File: src/design/tsidb_pkg.sv
// ----------------------------------------------------------------------------
// Tick-scheduled input delay buffer: shared package
// Field widths, command and kind codes, register indexes and the packed
// records passed between the front end, the slot wheel and the top level.
// ----------------------------------------------------------------------------
package tsidb_pkg;

	// Field widths
	localparam int CMD_W     = 2;
	localparam int KIND_W    = 2;
	localparam int DELAY_W   = 8;
	localparam int TICK_W    = 32;
	localparam int AXIS_W    = 16;
	localparam int PRESENT_W = 7;
	localparam int FLAG_W    = 5;
	localparam int CFG_W     = 4;
	localparam int REG_IDX_W = 1;

	// Largest delay that the clamp can produce
	localparam int DELAY_MAX = (2 ** CFG_W) - 1;

	// Serial-number comparison window
	localparam logic [TICK_W-1:0] HALF_RANGE = 32'h8000_0000;

	// Register reset values
	localparam logic [CFG_W-1:0] MIN_DELAY_RST = 4'd2;
	localparam logic [CFG_W-1:0] MAX_DELAY_RST = 4'd8;

	typedef enum logic [CMD_W-1:0] {
		CMD_PUSH     = 2'd0,
		CMD_PUSH_SEQ = 2'd1,
		CMD_TICK     = 2'd2,
		CMD_CLEAR    = 2'd3
	} cmd_t;

	typedef enum logic [KIND_W-1:0] {
		KIND_MOVE    = 2'd0,
		KIND_CHORES  = 2'd1,
		KIND_EQUIP   = 2'd2,
		KIND_UNEQUIP = 2'd3
	} kind_t;

	typedef enum logic [REG_IDX_W-1:0] {
		REG_MIN_DELAY = 1'd0,
		REG_MAX_DELAY = 1'd1
	} reg_idx_t;

	// Merged content of one slot
	typedef struct packed {
		logic                        carries_move;
		logic                        carries_chores;
		logic signed [AXIS_W-1:0]    mx;
		logic signed [AXIS_W-1:0]    my;
		logic        [PRESENT_W-1:0] present;
		logic        [FLAG_W-1:0]    flags;
	} payload_t;

	// One stored slot: target tick and payload
	typedef struct packed {
		logic [TICK_W-1:0] tag;
		payload_t          pl;
	} entry_t;

	// Decoded command held in the first pipeline stage
	typedef struct packed {
		cmd_t                        op;
		logic                        ok;
		logic        [TICK_W-1:0]    target;
		logic signed [AXIS_W-1:0]    mx;
		logic signed [AXIS_W-1:0]    my;
		logic        [PRESENT_W-1:0] present;
		logic        [FLAG_W-1:0]    flags;
	} s1_cmd_t;

	// One result item
	typedef struct packed {
		logic                        accepted;
		logic                        due;
		logic                        carries_move;
		logic                        carries_chores;
		logic signed [AXIS_W-1:0]    mx;
		logic signed [AXIS_W-1:0]    my;
		logic        [PRESENT_W-1:0] present;
		logic        [FLAG_W-1:0]    flags;
	} result_t;

endpackage

File: src/design/tsidb_front.sv
// ----------------------------------------------------------------------------
// Tick-scheduled input delay buffer: command front end
// Keeps the local tick and the sequence state, clamps the delay, works out
// the target tick and slot index, and registers the decoded command.
// ----------------------------------------------------------------------------
module tsidb_front #(
	parameter int QUEUE_DEPTH = 16
) (
	input  logic                                 clk,
	input  logic                                 arst_n,
	input  logic                                 accept,
	input  logic                                 adv,
	input  logic [tsidb_pkg::CMD_W-1:0]          command,
	input  logic [tsidb_pkg::KIND_W-1:0]         op_kind,
	input  logic [tsidb_pkg::DELAY_W-1:0]        delay,
	input  logic [tsidb_pkg::TICK_W-1:0]         sequence_req,
	input  logic signed [tsidb_pkg::AXIS_W-1:0]  move_x,
	input  logic signed [tsidb_pkg::AXIS_W-1:0]  move_y,
	input  logic [tsidb_pkg::PRESENT_W-1:0]      present_mask,
	input  logic [tsidb_pkg::FLAG_W-1:0]         flag_values,
	input  logic [tsidb_pkg::CFG_W-1:0]          min_delay,
	input  logic [tsidb_pkg::CFG_W-1:0]          max_delay,
	output logic [$clog2(QUEUE_DEPTH)-1:0]       rd_addr,
	output logic                                 valid_s1,
	output tsidb_pkg::s1_cmd_t                   cmd_s1,
	output logic [$clog2(QUEUE_DEPTH)-1:0]       idx_s1
);
	import tsidb_pkg::*;

	localparam int IDX_W     = $clog2(QUEUE_DEPTH);
	localparam int SUM_W     = $clog2(QUEUE_DEPTH + DELAY_MAX);
	localparam int RED_STEPS = (QUEUE_DEPTH + DELAY_MAX - 1) / QUEUE_DEPTH;

	// Brings a small sum back into the range of slot indexes
	function automatic logic [IDX_W-1:0] wrap_idx(input logic [SUM_W-1:0] v);
		logic [SUM_W-1:0] r;
		r = v;
		for (int s = 0; s < RED_STEPS; s++) begin
			if (r >= SUM_W'(QUEUE_DEPTH)) begin
				r = r - SUM_W'(QUEUE_DEPTH);
			end
		end
		return r[IDX_W-1:0];
	endfunction

	logic [TICK_W-1:0] local_tick_q;
	logic [IDX_W-1:0]  tick_idx_q;
	logic [TICK_W-1:0] last_seq_q;
	logic              seq_known_q;

	cmd_t              op;
	logic [DELAY_W-1:0] d_wide;
	logic [CFG_W-1:0]  clamp_d;
	logic              kind_ok;
	logic [TICK_W-1:0] seq_gap;
	logic              seq_ok;
	logic              push_ok;
	logic [TICK_W:0]   push_sum;
	logic [TICK_W-1:0] push_target;
	logic [SUM_W-1:0]  push_v;
	logic [IDX_W-1:0]  push_idx;
	logic [TICK_W-1:0] tick_target;
	logic [IDX_W-1:0]  tick_idx_nxt;

	assign op = cmd_t'(command);

	// Delay clamp: raise to the minimum first, then cap at the maximum
	always_comb begin
		d_wide = (op == CMD_PUSH_SEQ) ? delay : DELAY_W'(min_delay);
		if (d_wide < DELAY_W'(min_delay)) begin
			d_wide = DELAY_W'(min_delay);
		end
		if (d_wide > DELAY_W'(max_delay)) begin
			d_wide = DELAY_W'(max_delay);
		end
		clamp_d = d_wide[CFG_W-1:0];
	end

	// Kind filter and serial-number check
	assign kind_ok = (kind_t'(op_kind) == KIND_MOVE) || (kind_t'(op_kind) == KIND_CHORES);
	assign seq_gap = sequence_req - last_seq_q;
	assign seq_ok  = !seq_known_q || ((seq_gap != '0) && (seq_gap < HALF_RANGE));
	assign push_ok = kind_ok && ((op == CMD_PUSH) || ((op == CMD_PUSH_SEQ) && seq_ok));

	// Push target and its slot; a target that wraps past zero is small
	assign push_sum    = {1'b0, local_tick_q} + (TICK_W + 1)'(clamp_d);
	assign push_target = push_sum[TICK_W-1:0];
	assign push_v      = push_sum[TICK_W] ? push_target[SUM_W-1:0]
	                                      : SUM_W'(tick_idx_q) + SUM_W'(clamp_d);
	assign push_idx    = wrap_idx(push_v);

	// Next tick and its slot, kept incrementally
	assign tick_target  = local_tick_q + 1'b1;
	assign tick_idx_nxt = ((local_tick_q == '1) || (tick_idx_q == IDX_W'(QUEUE_DEPTH - 1)))
	                      ? '0 : tick_idx_q + 1'b1;

	assign rd_addr = (op == CMD_TICK) ? tick_idx_nxt : push_idx;

	// Tick and sequence state advance in the order of accepted transfers
	always_ff @(posedge clk or negedge arst_n) begin
		if (!arst_n) begin
			local_tick_q <= '0;
			tick_idx_q   <= '0;
			last_seq_q   <= '0;
			seq_known_q  <= 1'b0;
		end else if (accept) begin
			case (op)
				CMD_TICK: begin
					local_tick_q <= tick_target;
					tick_idx_q   <= tick_idx_nxt;
				end
				CMD_PUSH_SEQ: begin
					if (push_ok) begin
						last_seq_q  <= sequence_req;
						seq_known_q <= 1'b1;
					end
				end
				CMD_CLEAR: begin
					last_seq_q  <= '0;
					seq_known_q <= 1'b0;
				end
				default: begin
				end
			endcase
		end
	end

	// Stage-one occupancy
	always_ff @(posedge clk or negedge arst_n) begin
		if (!arst_n) begin
			valid_s1 <= 1'b0;
		end else if (accept) begin
			valid_s1 <= 1'b1;
		end else if (adv) begin
			valid_s1 <= 1'b0;
		end
	end

	// Stage-one command register
	always_ff @(posedge clk) begin
		if (accept) begin
			cmd_s1.op      <= op;
			cmd_s1.ok      <= push_ok;
			cmd_s1.target  <= (op == CMD_TICK) ? tick_target : push_target;
			cmd_s1.mx      <= move_x;
			cmd_s1.my      <= move_y;
			cmd_s1.present <= present_mask;
			cmd_s1.flags   <= flag_values;
			idx_s1         <= rd_addr;
		end
	end

	// The incremental slot index never leaves the ring.
	a_tick_idx_range: assert property (@(posedge clk) disable iff (!arst_n)
		32'(tick_idx_q) < QUEUE_DEPTH)
		else $error("tick slot index out of range");

	// A clear forgets the sequence.
	a_clear_seq: assert property (@(posedge clk) disable iff (!arst_n)
		accept && (op == CMD_CLEAR) |=> !seq_known_q)
		else $error("sequence still known after clear");

endmodule

File: src/design/tsidb_wheel.sv
// ----------------------------------------------------------------------------
// Tick-scheduled input delay buffer: slot wheel
// Holds the slot memory and the slot valid bits, merges pushes into their
// slot and takes out the due slot on a tick.
// ----------------------------------------------------------------------------
module tsidb_wheel #(
	parameter int QUEUE_DEPTH = 16
) (
	input  logic                           clk,
	input  logic                           arst_n,
	input  logic                           rd_en,
	input  logic [$clog2(QUEUE_DEPTH)-1:0] rd_addr,
	input  logic                           adv,
	input  tsidb_pkg::s1_cmd_t             cmd_s1,
	input  logic [$clog2(QUEUE_DEPTH)-1:0] idx_s1,
	output tsidb_pkg::result_t             result
);
	import tsidb_pkg::*;

	entry_t                 slot_mem_q [QUEUE_DEPTH];
	logic [QUEUE_DEPTH-1:0] slot_valid_q;
	entry_t                 rd_entry_q;
	entry_t                 fwd_entry_q;
	logic                   fwd_hit_q;

	entry_t   entry;
	logic     hit;
	payload_t base;
	payload_t merged;
	entry_t   wr_entry;
	logic     wr_en;

	// Slot memory: one write and one registered read per cycle
	always_ff @(posedge clk) begin
		if (wr_en) begin
			slot_mem_q[idx_s1] <= wr_entry;
		end
	end

	// The read is taken with the transfer; a write to the same slot at that
	// edge is forwarded
	always_ff @(posedge clk) begin
		if (rd_en) begin
			rd_entry_q  <= slot_mem_q[rd_addr];
			fwd_hit_q   <= wr_en && (idx_s1 == rd_addr);
			fwd_entry_q <= wr_entry;
		end
	end

	assign entry = fwd_hit_q ? fwd_entry_q : rd_entry_q;
	assign hit   = slot_valid_q[idx_s1] && (entry.tag == cmd_s1.target);

	// Merge of the present fields into the slot, which starts empty unless it is valid with the same target tick
	always_comb begin
		base   = hit ? entry.pl : '0;
		merged = base;
		if (cmd_s1.present[1:0] != '0) begin
			if (cmd_s1.present[0]) begin
				merged.mx = cmd_s1.mx;
			end
			if (cmd_s1.present[1]) begin
				merged.my = cmd_s1.my;
			end
			merged.carries_move = 1'b1;
		end
		for (int i = 0; i < FLAG_W; i++) begin
			if (cmd_s1.present[i + 2]) begin
				merged.flags[i] = cmd_s1.flags[i];
			end
		end
		if (cmd_s1.present[PRESENT_W-1:2] != '0) begin
			merged.carries_chores = 1'b1;
		end
		merged.present = base.present | cmd_s1.present;
	end

	assign wr_entry = '{tag: cmd_s1.target, pl: merged};

	// Result of the command in stage one
	always_comb begin
		wr_en  = 1'b0;
		result = '0;
		case (cmd_s1.op) inside
			CMD_PUSH, CMD_PUSH_SEQ: begin
				wr_en           = adv && cmd_s1.ok;
				result.accepted = cmd_s1.ok;
			end
			CMD_TICK: begin
				if (hit) begin
					result.due            = 1'b1;
					result.carries_move   = entry.pl.carries_move;
					result.carries_chores = entry.pl.carries_chores;
					result.mx             = entry.pl.mx;
					result.my             = entry.pl.my;
					result.present        = entry.pl.present;
					result.flags          = entry.pl.flags;
				end
			end
			default: begin
			end
		endcase
	end

	// Slot valid bits: set on claim, freed on emission, wiped on clear
	always_ff @(posedge clk or negedge arst_n) begin
		if (!arst_n) begin
			slot_valid_q <= '0;
		end else if (adv) begin
			case (cmd_s1.op)
				CMD_CLEAR: begin
					slot_valid_q <= '0;
				end
				CMD_TICK: begin
					if (hit) begin
						slot_valid_q[idx_s1] <= 1'b0;
					end
				end
				default: begin
					if (cmd_s1.ok) begin
						slot_valid_q[idx_s1] <= 1'b1;
					end
				end
			endcase
		end
	end

	// A clear leaves no slot occupied.
	a_clear_empties: assert property (@(posedge clk) disable iff (!arst_n)
		adv && (cmd_s1.op == CMD_CLEAR) |=> (slot_valid_q == '0))
		else $error("slot still valid after clear");

	// An accepted push leaves its slot occupied.
	a_push_claims: assert property (@(posedge clk) disable iff (!arst_n)
		wr_en |=> slot_valid_q[$past(idx_s1)])
		else $error("pushed slot not valid");

	// An emitted slot is freed.
	a_due_frees: assert property (@(posedge clk) disable iff (!arst_n)
		adv && (cmd_s1.op == CMD_TICK) && hit |=> !slot_valid_q[$past(idx_s1)])
		else $error("due slot not freed");

endmodule

File: src/design/tick_scheduled_input_delay_buffer_core.sv
// ----------------------------------------------------------------------------
// Tick-scheduled input delay buffer
// Timing wheel of QUEUE_DEPTH slots that delays pushed player operations
// by a clamped number of ticks and emits each slot when its tick comes.
// ----------------------------------------------------------------------------
// Usage:
//   Commands enter on the input channel (in_valid / in_stall); each command
//   gives exactly one result on the output channel (out_valid / out_stall).
//   A push reports whether it was scheduled; a tick reports the slot that
//   falls due, if any; a clear reports an empty result.
//   One command is taken every cycle while in_stall is low: the slot store
//   is a memory with one write and one registered read port, and a write
//   in the merge stage is forwarded to a read of the same slot issued at
//   that edge. The result waits in an output register; while the receiver
//   stalls and that register is full, the command in the merge stage holds
//   and in_stall rises, so no result is lost.
//   Reset clears the local tick, the sequence state and all slot valid bits
//   at once and loads min_delay 2 and max_delay 8; no clearing pass is
//   needed. Registers are to be written through wr_en / wr_index / wr_data
//   only while the block is idle; the block itself does not enforce this.
// ----------------------------------------------------------------------------
module tick_scheduled_input_delay_buffer_core #(
	parameter int QUEUE_DEPTH = 16
) (
	input  logic                                 clk,
	input  logic                                 arst_n,
	// Configuration
	input  logic                                 wr_en,
	input  logic [tsidb_pkg::REG_IDX_W-1:0]      wr_index,
	input  logic [tsidb_pkg::CFG_W-1:0]          wr_data,
	// Command channel
	input  logic                                 in_valid,
	output logic                                 in_stall,
	input  logic [tsidb_pkg::CMD_W-1:0]          command,
	input  logic [tsidb_pkg::KIND_W-1:0]         op_kind,
	input  logic [tsidb_pkg::DELAY_W-1:0]        delay,
	input  logic [tsidb_pkg::TICK_W-1:0]         sequence_req,
	input  logic signed [tsidb_pkg::AXIS_W-1:0]  move_x,
	input  logic signed [tsidb_pkg::AXIS_W-1:0]  move_y,
	input  logic [tsidb_pkg::PRESENT_W-1:0]      present_mask,
	input  logic [tsidb_pkg::FLAG_W-1:0]         flag_values,
	// Result channel
	output logic                                 out_valid,
	input  logic                                 out_stall,
	output logic                                 accepted,
	output logic                                 due,
	output logic                                 carries_move,
	output logic                                 carries_chores,
	output logic signed [tsidb_pkg::AXIS_W-1:0]  out_move_x,
	output logic signed [tsidb_pkg::AXIS_W-1:0]  out_move_y,
	output logic [tsidb_pkg::PRESENT_W-1:0]      out_present,
	output logic [tsidb_pkg::FLAG_W-1:0]         out_flags
);
	import tsidb_pkg::*;

	localparam int IDX_W = $clog2(QUEUE_DEPTH);

	logic [CFG_W-1:0] min_delay_q;
	logic [CFG_W-1:0] max_delay_q;

	logic             accept;
	logic             adv;
	logic             valid_s1;
	s1_cmd_t          cmd_s1;
	logic [IDX_W-1:0] idx_s1;
	logic [IDX_W-1:0] rd_addr;
	result_t          result;
	result_t          out_q;
	logic             out_valid_q;

	// Configuration registers
	always_ff @(posedge clk or negedge arst_n) begin
		if (!arst_n) begin
			min_delay_q <= MIN_DELAY_RST;
			max_delay_q <= MAX_DELAY_RST;
		end else if (wr_en) begin
			unique case (reg_idx_t'(wr_index))
				REG_MIN_DELAY: min_delay_q <= wr_data;
				REG_MAX_DELAY: max_delay_q <= wr_data;
				default: begin
				end
			endcase
		end
	end

	// Handshake: the merge stage moves on when the output register is free
	// or is being emptied
	assign adv      = valid_s1 && (!out_valid_q || !out_stall);
	assign in_stall = valid_s1 && !adv;
	assign accept   = in_valid && !in_stall;

	tsidb_front #(
		.QUEUE_DEPTH (QUEUE_DEPTH)
	) u_front (
		.clk          (clk),
		.arst_n       (arst_n),
		.accept       (accept),
		.adv          (adv),
		.command      (command),
		.op_kind      (op_kind),
		.delay        (delay),
		.sequence_req (sequence_req),
		.move_x       (move_x),
		.move_y       (move_y),
		.present_mask (present_mask),
		.flag_values  (flag_values),
		.min_delay    (min_delay_q),
		.max_delay    (max_delay_q),
		.rd_addr      (rd_addr),
		.valid_s1     (valid_s1),
		.cmd_s1       (cmd_s1),
		.idx_s1       (idx_s1)
	);

	tsidb_wheel #(
		.QUEUE_DEPTH (QUEUE_DEPTH)
	) u_wheel (
		.clk     (clk),
		.arst_n  (arst_n),
		.rd_en   (accept),
		.rd_addr (rd_addr),
		.adv     (adv),
		.cmd_s1  (cmd_s1),
		.idx_s1  (idx_s1),
		.result  (result)
	);

	// Output register occupancy
	always_ff @(posedge clk or negedge arst_n) begin
		if (!arst_n) begin
			out_valid_q <= 1'b0;
		end else if (adv) begin
			out_valid_q <= 1'b1;
		end else if (!out_stall) begin
			out_valid_q <= 1'b0;
		end
	end

	// Output register payload
	always_ff @(posedge clk) begin
		if (adv) begin
			out_q <= result;
		end
	end

	assign out_valid      = out_valid_q;
	assign accepted       = out_q.accepted;
	assign due            = out_q.due;
	assign carries_move   = out_q.carries_move;
	assign carries_chores = out_q.carries_chores;
	assign out_move_x     = out_q.mx;
	assign out_move_y     = out_q.my;
	assign out_present    = out_q.present;
	assign out_flags      = out_q.flags;

	// The merge stage only moves when its result has a place to go.
	a_adv_room: assert property (@(posedge clk) disable iff (!arst_n)
		adv |-> valid_s1 && !(out_valid_q && out_stall))
		else $error("merge stage advanced into a full output register");

endmodule
File: config.mk
export PLATFORM = sky130hd
export DESIGN_NAME = tick_scheduled_input_delay_buffer_core
export DESIGN_NICKNAME = d
export VERILOG_FILES = /design/src/design/tsidb_pkg.sv /design/src/design/tsidb_front.sv /design/src/design/tsidb_wheel.sv /design/src/design/tick_scheduled_input_delay_buffer_core.sv
export SDC_FILE = /design/constraint.sdc
export NUM_CORES = 2
export LEC_CHECK = 0
export ABC_CLOCK_PERIOD_IN_PS = 18100
export BUFFER_PORTS_ARGS = -buffer_cell sky130_fd_sc_hd__buf_2
export CAP_MARGIN = 20
export CORE_ASPECT_RATIO = 0.8
export CORE_MARGIN = 1
export CORE_UTILIZATION = 49
export CTS_BUF_LIST = sky130_fd_sc_hd__clkbuf_8
export CTS_CLUSTER_SIZE = 24
export DETAILED_ROUTE_END_ITERATION = 10
export SLEW_MARGIN = 5
export SYNTH_ARGS = -nofsm -noshare
export SYNTH_HDL_FRONTEND = slang
export SYNTH_HIERARCHICAL = 1
export SYNTH_SLANG_ARGS = --single-unit
File: constraint.sdc
create_clock -name clk -period 18.1 [get_ports clk]
set_input_delay 3.62 -clock clk [delete_from_list [all_inputs] [get_ports clk]]
set_output_delay 3.62 -clock clk [all_outputs]
set_load 0.02 [all_outputs]
* After elaboration in Yosys (flattened, before gate mapping) *
Memories as Yosys holds them, arrays and structs flattened. A register that Yosys moved wholly into a read port is not among the register bits.
Index checks and enable logic that the tools add are counted.

storage, ports and cells
  register bits after elaboration = 305
  memories = 1
  logic and storage cells = 143
  memory bits (writable) = 1,248
  output and inout bits = 50

operators by class
  bitwise gates (word level) = 7
  $add $sub $neg = 6
  magnitude comparators = 6
  reduce and logical (&&, ||, !) cells = 37
  equal/unequal tests = 14
  mux-type cells = 39

memories
  name                words  width  rd ports  clocked after memory_dff  write ports  line               text
  u_wheel.slot_mem_q  16     78     1         1                         1            tsidb_wheel.sv:20  entry_t slot_mem_q [QUEUE_DEPTH];

operators with widths
  kind                                                              number
  32-bit two-way mux                                                3
  78-bit two-way mux                                                1
  16-bit two-way mux                                                4
  32-bit case mux with 2 select lines                               1
  47-bit two-way mux                                                1
  46-bit two-way mux                                                1
  32-bit by 4-bit adder with 33-bit output                          1
  32-bit by 1-bit adder with 32-bit output (second input constant)  1
  32-bit == test                                                    1
  32-bit == test (second input constant)                            1
  32-bit < comparator (second input constant)                       1
  16-bit case mux with 2 select lines                               1
  32-bit nonzero test                                               1
  32-bit subtractor                                                 1
  1-bit two-way mux                                                 17
  16-bit AND                                                        1
  4-bit two-way mux                                                 4
  8-bit two-way mux                                                 2
  16-bit inverter                                                   1
  16-bit bitwise OR                                                 1
  1-bit logical AND                                                 10
  2-bit == test (second input constant)                             4
  8-bit by 4-bit greater-than comparator with 1-bit output          1
  8-bit by 4-bit < comparator with 1-bit output                     1
  other kinds (27)                                                  48

* Depth between registers and ports, before layout *
  depth in word-level cells = 13
  depth in mapped cells = 34
  depth with buffers taken out = 31

* Hierarchy *
The synthesis kept the hierarchy.

by module, submodules not included
  module                                  area an instance (µm²)  cells each  times used
  tsidb_wheel                             54,378.4                2,268       1
  tsidb_front                             9,014.9                 891         1
  tick_scheduled_input_delay_buffer_core  1,821.7                 71          1

* Worst setup path before layout *
Ideal clock, no wire load.

  path type = input-to-reg
  start point = input port out_stall
  end point = register u_front.local_tick_q[27]
  slack = 0.934 ns
  arrival time = 17.041 ns
  required time = 17.975 ns
  stages on the path = 10
  cells stage by stage = and3_1 > nor2b_1 > inv_1 > or2_2 > nor2_1 > nand4_1 > or2_2 > clkbuf_1 > or3_1 > xnor2_1

on the way
  word-level cells in the longest chain between the ends = 8

ends and longest elaborated chain
  what                           line                                          text
  start: declaration             tick_scheduled_input_delay_buffer_core.sv:44  input logic out_stall,
  1-bit logical NOT              -
  1-bit logical OR               tick_scheduled_input_delay_buffer_core.sv:88  assign adv = valid_s1 && (!out_valid_q || !out_stall);
  1-bit logical AND              tick_scheduled_input_delay_buffer_core.sv:88
  1-bit logical NOT              tick_scheduled_input_delay_buffer_core.sv:89  assign in_stall = valid_s1 && !adv;
  1-bit logical AND              tick_scheduled_input_delay_buffer_core.sv:89
  1-bit logical NOT              tick_scheduled_input_delay_buffer_core.sv:90  assign accept = in_valid && !in_stall;
  1-bit logical AND              tick_scheduled_input_delay_buffer_core.sv:90
  named net accept               tick_scheduled_input_delay_buffer_core.sv:61  logic accept;
  2-bit AND reduction (no line)  -
  end signal: assignment         tsidb_front.sv:109                            local_tick_q <= tick_target;
  end: declaration               tsidb_front.sv:46                             logic [TICK_W-1:0] local_tick_q;

The timed path passes the listed nets, and every way through them passes these cells.
A chain may end at the register's enable or synchronous reset.

* Final worst setup path *
  start point = input port command[0] in the netlist's numbering
  end point = register u_wheel/rd_entry_q[31] (netlist name)

on the way
  word-level cells in the longest chain between the ends = 11
  elaborated cells on any way between the ends = 14
  those cells by class = add/sub: 3; order compare: 3; eq/ne: 2; mux: 6

ends and longest elaborated chain
  what                                                                                                       line                                          text
  start: declaration                                                                                         tick_scheduled_input_delay_buffer_core.sv:34  input logic [tsidb_pkg::CMD_W-1:0] command,
  2-bit by 1-bit == test with 1-bit output                                                                   tsidb_front.sv:69                             d_wide = (op == CMD_PUSH_SEQ) ? delay : DELAY_W'(min_delay);
  8-bit two-way mux                                                                                          tsidb_front.sv:69
  8-bit by 4-bit < comparator with 1-bit output                                                              tsidb_front.sv:70                             if (d_wide < DELAY_W'(min_delay)) begin
  8-bit two-way mux                                                                                          tsidb_front.sv:70
  8-bit by 4-bit greater-than comparator with 1-bit output                                                   tsidb_front.sv:73                             if (d_wide > DELAY_W'(max_delay)) begin
  4-bit two-way mux                                                                                          tsidb_front.sv:73
  32-bit by 4-bit adder with 33-bit output / 4-bit by 4-bit adder with 5-bit output (equally long branches)  tsidb_front.sv:86, tsidb_front.sv:89
  5-bit two-way mux                                                                                          tsidb_front.sv:88                             assign push_v = push_sum[TICK_W] ? push_target[SUM_W-1:0]
  4-bit by 1-bit subtractor with 4-bit output / 5-bit greater-or-equal comparator (equally long branches)    tsidb_front.sv:40, tsidb_front.sv:39
  4-bit two-way mux                                                                                          tsidb_front.sv:39                             if (r >= SUM_W'(QUEUE_DEPTH)) begin
  4-bit two-way mux (*)                                                                                      tsidb_front.sv:97                             assign rd_addr = (op == CMD_TICK) ? tick_idx_nxt : push_idx;
  named net rd_addr[0]                                                                                       tick_scheduled_input_delay_buffer_core.sv:66  logic [IDX_W-1:0] rd_addr;

The timed path passes the listed nets; every way through them passes the cells marked *.

==> metrics.md <==
| Metric | Value |
|---|---|
| Status | `finished with violations` |
| Failing checks | `design-rule violations` |
| TritonCTS clock tree | `done` |
| Post-CTS Setup Inserts | `0` |
| Final std cell area, no fill | `roughly 73000 sq um` |
| Non-Filler Instances | `~5500` |
| Compound-Gate Fraction of Synth Area | `0.0282` |
| Main combinational cell family by area after synthesis | `multiplexers` |
| Nets@finish | `about 3800` |
| Clock slew at reported path FFs | `around 50 ps` |
| Crit path capture type | `register` |
| Top delay family on crit path | `compound AO/OA/AOI/OAI gates` |
| IO Pins | `148` |
| Mapped Cells | `3230` |
| TritonCTS buffer count | `approximately 280` |
| Min Hold Slack | `512 ps` |
| CP Max Fanout | `48` |
| Skew-Pair Late Insertion Delay | `~1000 ps` |
| CP max stage cell | `buf_4` |
| Crit path arrival time | `~12000 ps` |
| Top post-synthesis cells by count | `1536 x edfxtp_1, 394 x mux4_2, 149 x nand2_1` |
| Most used cell, CP | `a21o_1` |
| Synth Area in Adders | `0.00994` |
| CTS Hold Bufs | `0` |
| Layout cells sized above 1 | `0.272` |
| DR pass1 iterations | `8` |
| Fmax | `between 0.08 and 0.09 GHz` |
| RSZ-0062 raised after global routing | `false` |
| Largest net degree at the start of global routing | `between 100 and 150` |
| Post-CTS Resized | `0` |
| Post-synth net total | `about 3400` |
| Core Region | `132000 sq um` |
| Vias in the first global route | `~34000` |
| Hold Vio Cnt, Final | `0` |
| CP max stage delay | `a little under 900 ps` |
| Multiplexer share of the synthesized area | `0.157` |
| R2R Setup Slk | `9660 ps` |
| Post-synth EDFFs | `1536` |
| Global-route wire length before repair | `around 220000 microns` |
| Synth Area in XOR/XNOR | `0.0153` |
| Slew @ Worst Pin | `about 1100 ps` |
| Final worst-path cycle share | `0.624` |
| Max cap viols | `0` |
| Setup violators final | `0` |
| Hold wc startpoint | `u_front/valid_s1$_DFFE_PN0P_` |
| Antenna violations before repair | `1` |
| Worst r2r dst | `u_wheel/rd_entry_q[31]$_DFFE_PP_` |
| Slew headroom | `0.269` |
| Setup TNS | `0 ps` |
| HP Class | `register to register` |
| FF-to-FF path depth | `29` |
| #FFs+latches synth | `about 1600` |
| Most frequent cell after synthesis | `edfxtp_1` |
| Via-to-Cell Ratio | `about 5.9` |
| Die width | `between 400 and 500 microns` |
| FFs w/ async S/R, synth | `0.0582` |
| Post-placement cell count | `slightly above 5000` |
| Avg Inst Size Synth | `between 20 and 25 sq um` |
| Num Clock Sinks | `1631` |
| Top FF cell, synth | `edfxtp_1` |
| Sequential share of the synthesized area | `0.744` |
| VDD IR max | `approximately 300 uV` |
| CP required | `roughly 19000 ps` |
| Pins over their slew limit | `0` |
| Vias | `between 30000 and 40000` |
| Post-Route WL | `about 150000 microns` |
| Synth top area share | `0.707` |
| Worst setup SP type | `input port` |
| Clock Tree Root | `clkbuf_8` |
| Simple-Gate Fraction of Synth Area | `0.0302` |
| WS Path Type | `input port to register` |
| Post-route ant nets | `0` |
| Pwr/cell area | `about 160 nW/um^2` |
| Min Tclk post-route | `~11000 ps` |
| Syn. warnings | `6` |
| Area leader, netlist | `edfxtp_1` |
| Total grt overflow | `0` |
| P_leak | `about 25 nW` |
| Clock skew | `between 70 and 80 ps` |
| WHS Endpoint | `out_valid$_DFFE_PN0P_` |
| Worst r2r src | `min_delay_q[1]$_DFFE_PN1P_` |
| H-tree levels | `5` |
| Power Total | `approximately 11 mW` |
| Longest Clk Path Bufs | `4` |
| Routed wire per std cell | `between 20 and 30 microns` |
| Initial Util | `0.495` |
| Syn Std Cell Area | `roughly 65000 sq um` |
| GP Congestion | `about 0.90` |
| Area growth syn-to-layout | `12.3%` |
| Core Rows | `119` |
| Dpl hpwl | `around 76000 microns` |
| Die area | `between 100000 and 150000 sq um` |
| Hold Path Stages | `1` |
| Distinct cell type count after synthesis | `82` |
| Top cells by area, synth | `edfxtp_1 71%, mux4_2 14%, dfrtp_1 3.6%, mux2i_1 1.8%, xor2_1 1.0%` |
| Placement Cell Area | `a little under 70000 sq um` |
| Critical path buffers and inverters | `3` |
| Die Ht | `~330 microns` |
| I/O Buffers | `between 100 and 150` |
| GRT Total Usage | `0.224` |
| DRC viols | `20` |
| 1st-iter DRT viols | `~2900` |
[worst max path at each step]
stage | from | end | slack [ps] | cells past startpoint
after detailed placement | command[0] | u_wheel/rd_entry_q[31]$_DFFE_PP_ | 5840 | 30
final | command[0] | u_wheel/rd_entry_q[31]$_DFFE_PP_ | 6810 | 30
after CTS | command[0] | u_wheel/rd_entry_q[31]$_DFFE_PP_ | 6850 | 30
after global routing | command[0] | u_wheel/rd_entry_q[31]$_DFFE_PP_ | 6250 | 30
after global placement | command[0] | u_wheel/rd_entry_q[31]$_DFFE_PP_ | 5810 | 30
after floorplan | out_stall | u_front/local_tick_q[27]$_DFFE_PN0P_ | 930 | 10
[cell usage in the layout, fill, tap and decap left out, types with 5 or more instances in the layout]
master	count
a21oi_1	43
nor2b_1	8
o221ai_1	5
nand2_1	149
o21a_1	28
nand2b_1	9
clkinv_1	66
xor2_1	75
o211ai_1	6
o21ai_0	33
inv_1	156
edfxtp_1	1536
or4_1	6
ha_1	47
clkinv_2	22
xnor2_1	39
a31oi_1	6
o21ai_1	6
o21bai_1	8
nor3_1	20
nand4_1	28
and3_1	11
nor2_4	16
or2_2	6
buf_2	145
nand3_1	23
o41a_1	16
o31ai_1	40
and2_1	6
a21o_1	16
clkbuf_8	287
nor2_1	103
mux2i_1	116
mux4_2	394
buf_4	105
dfrtp_1	93
mux2_2	14
[metal layers]
layer,up-vias,wire length [microns],track usage
met3,251,9330,0.0407
met5,-,0,0
met4,0,3160,0.0692
li1,13938,-,-
met2,1200,71800,0.356
met1,17329,64800,0.319
[power by group]
part / switching [mW] / total (mW) / internal [mW]
clock network: 1.39 / 2.90 / 1.51
logic: 1.87 / 3.73 / 1.86
registers: 0.159 / 4.79 / 4.63
total: 3.42 / 11.4 / 8.00
[cell families (layout without fill, tap and decap cells)]
| group | after synthesis | after routing |
|---|---|---|
| buffers and inverters | 238 | 790 |
| multiplexers | 529 | 529 |
| other | 0 | 1 |
| flip-flops | 1631 | 1631 |
| AO/OA/AOI/OAI | 253 | 253 |
| AND/OR/NAND/NOR | 415 | 415 |
| adder cells (fa/ha/maj) | 50 | 50 |
| XOR/XNOR | 114 | 114 |
[through the flow]
stage               setup WS, ps   util
floorplan                    934      -
global placement            5810  0.520
detailed placement          5840  0.520
CTS                         6850  0.555
global route                6250  0.556
finish                      6810  0.556
[state kept, by name, summed over array words and instances, names as in the netlist, 32 cells and up]
name                  flops
u_front/cmd_s1           79
u_front/last_seq_q       32
u_front/local_tick_q     32
u_wheel/fwd_entry_q      78
u_wheel/rd_entry_q       78
u_wheel/slot_mem_q     1248
[layout make-up]
| class | instances | area [sq um] |
|---|---|---|
| Clock inverter | 165 | 757 |
| Tap cell | 1754 | 2190 |
| Timing Repair Buffer | 254 | 1600 |
| Multi-Input combinational cell | 1361 | 15900 |
| Clock buffer | 287 | 3950 |
| Antenna cell | 1 | 2.50 |
| Sequential cell | 1631 | 48500 |
| Inverter | 84 | 315 |
| Fill cell | 9991 | 58500 |
[worst register-to-register path, delay by kind of cell (launching register included)]
family / cells / cell delay [ps]
DFF: 1 / 550
adders and majority gates: 4 / 1270
muxes: 4 / 1650
and+or+nand+nor: 6 / 660
AOI/OAI and AO/OA: 12 / 2290
buffers and inverters: 3 / 1750
Note: power is estimated with default switching activity, not from simulation.
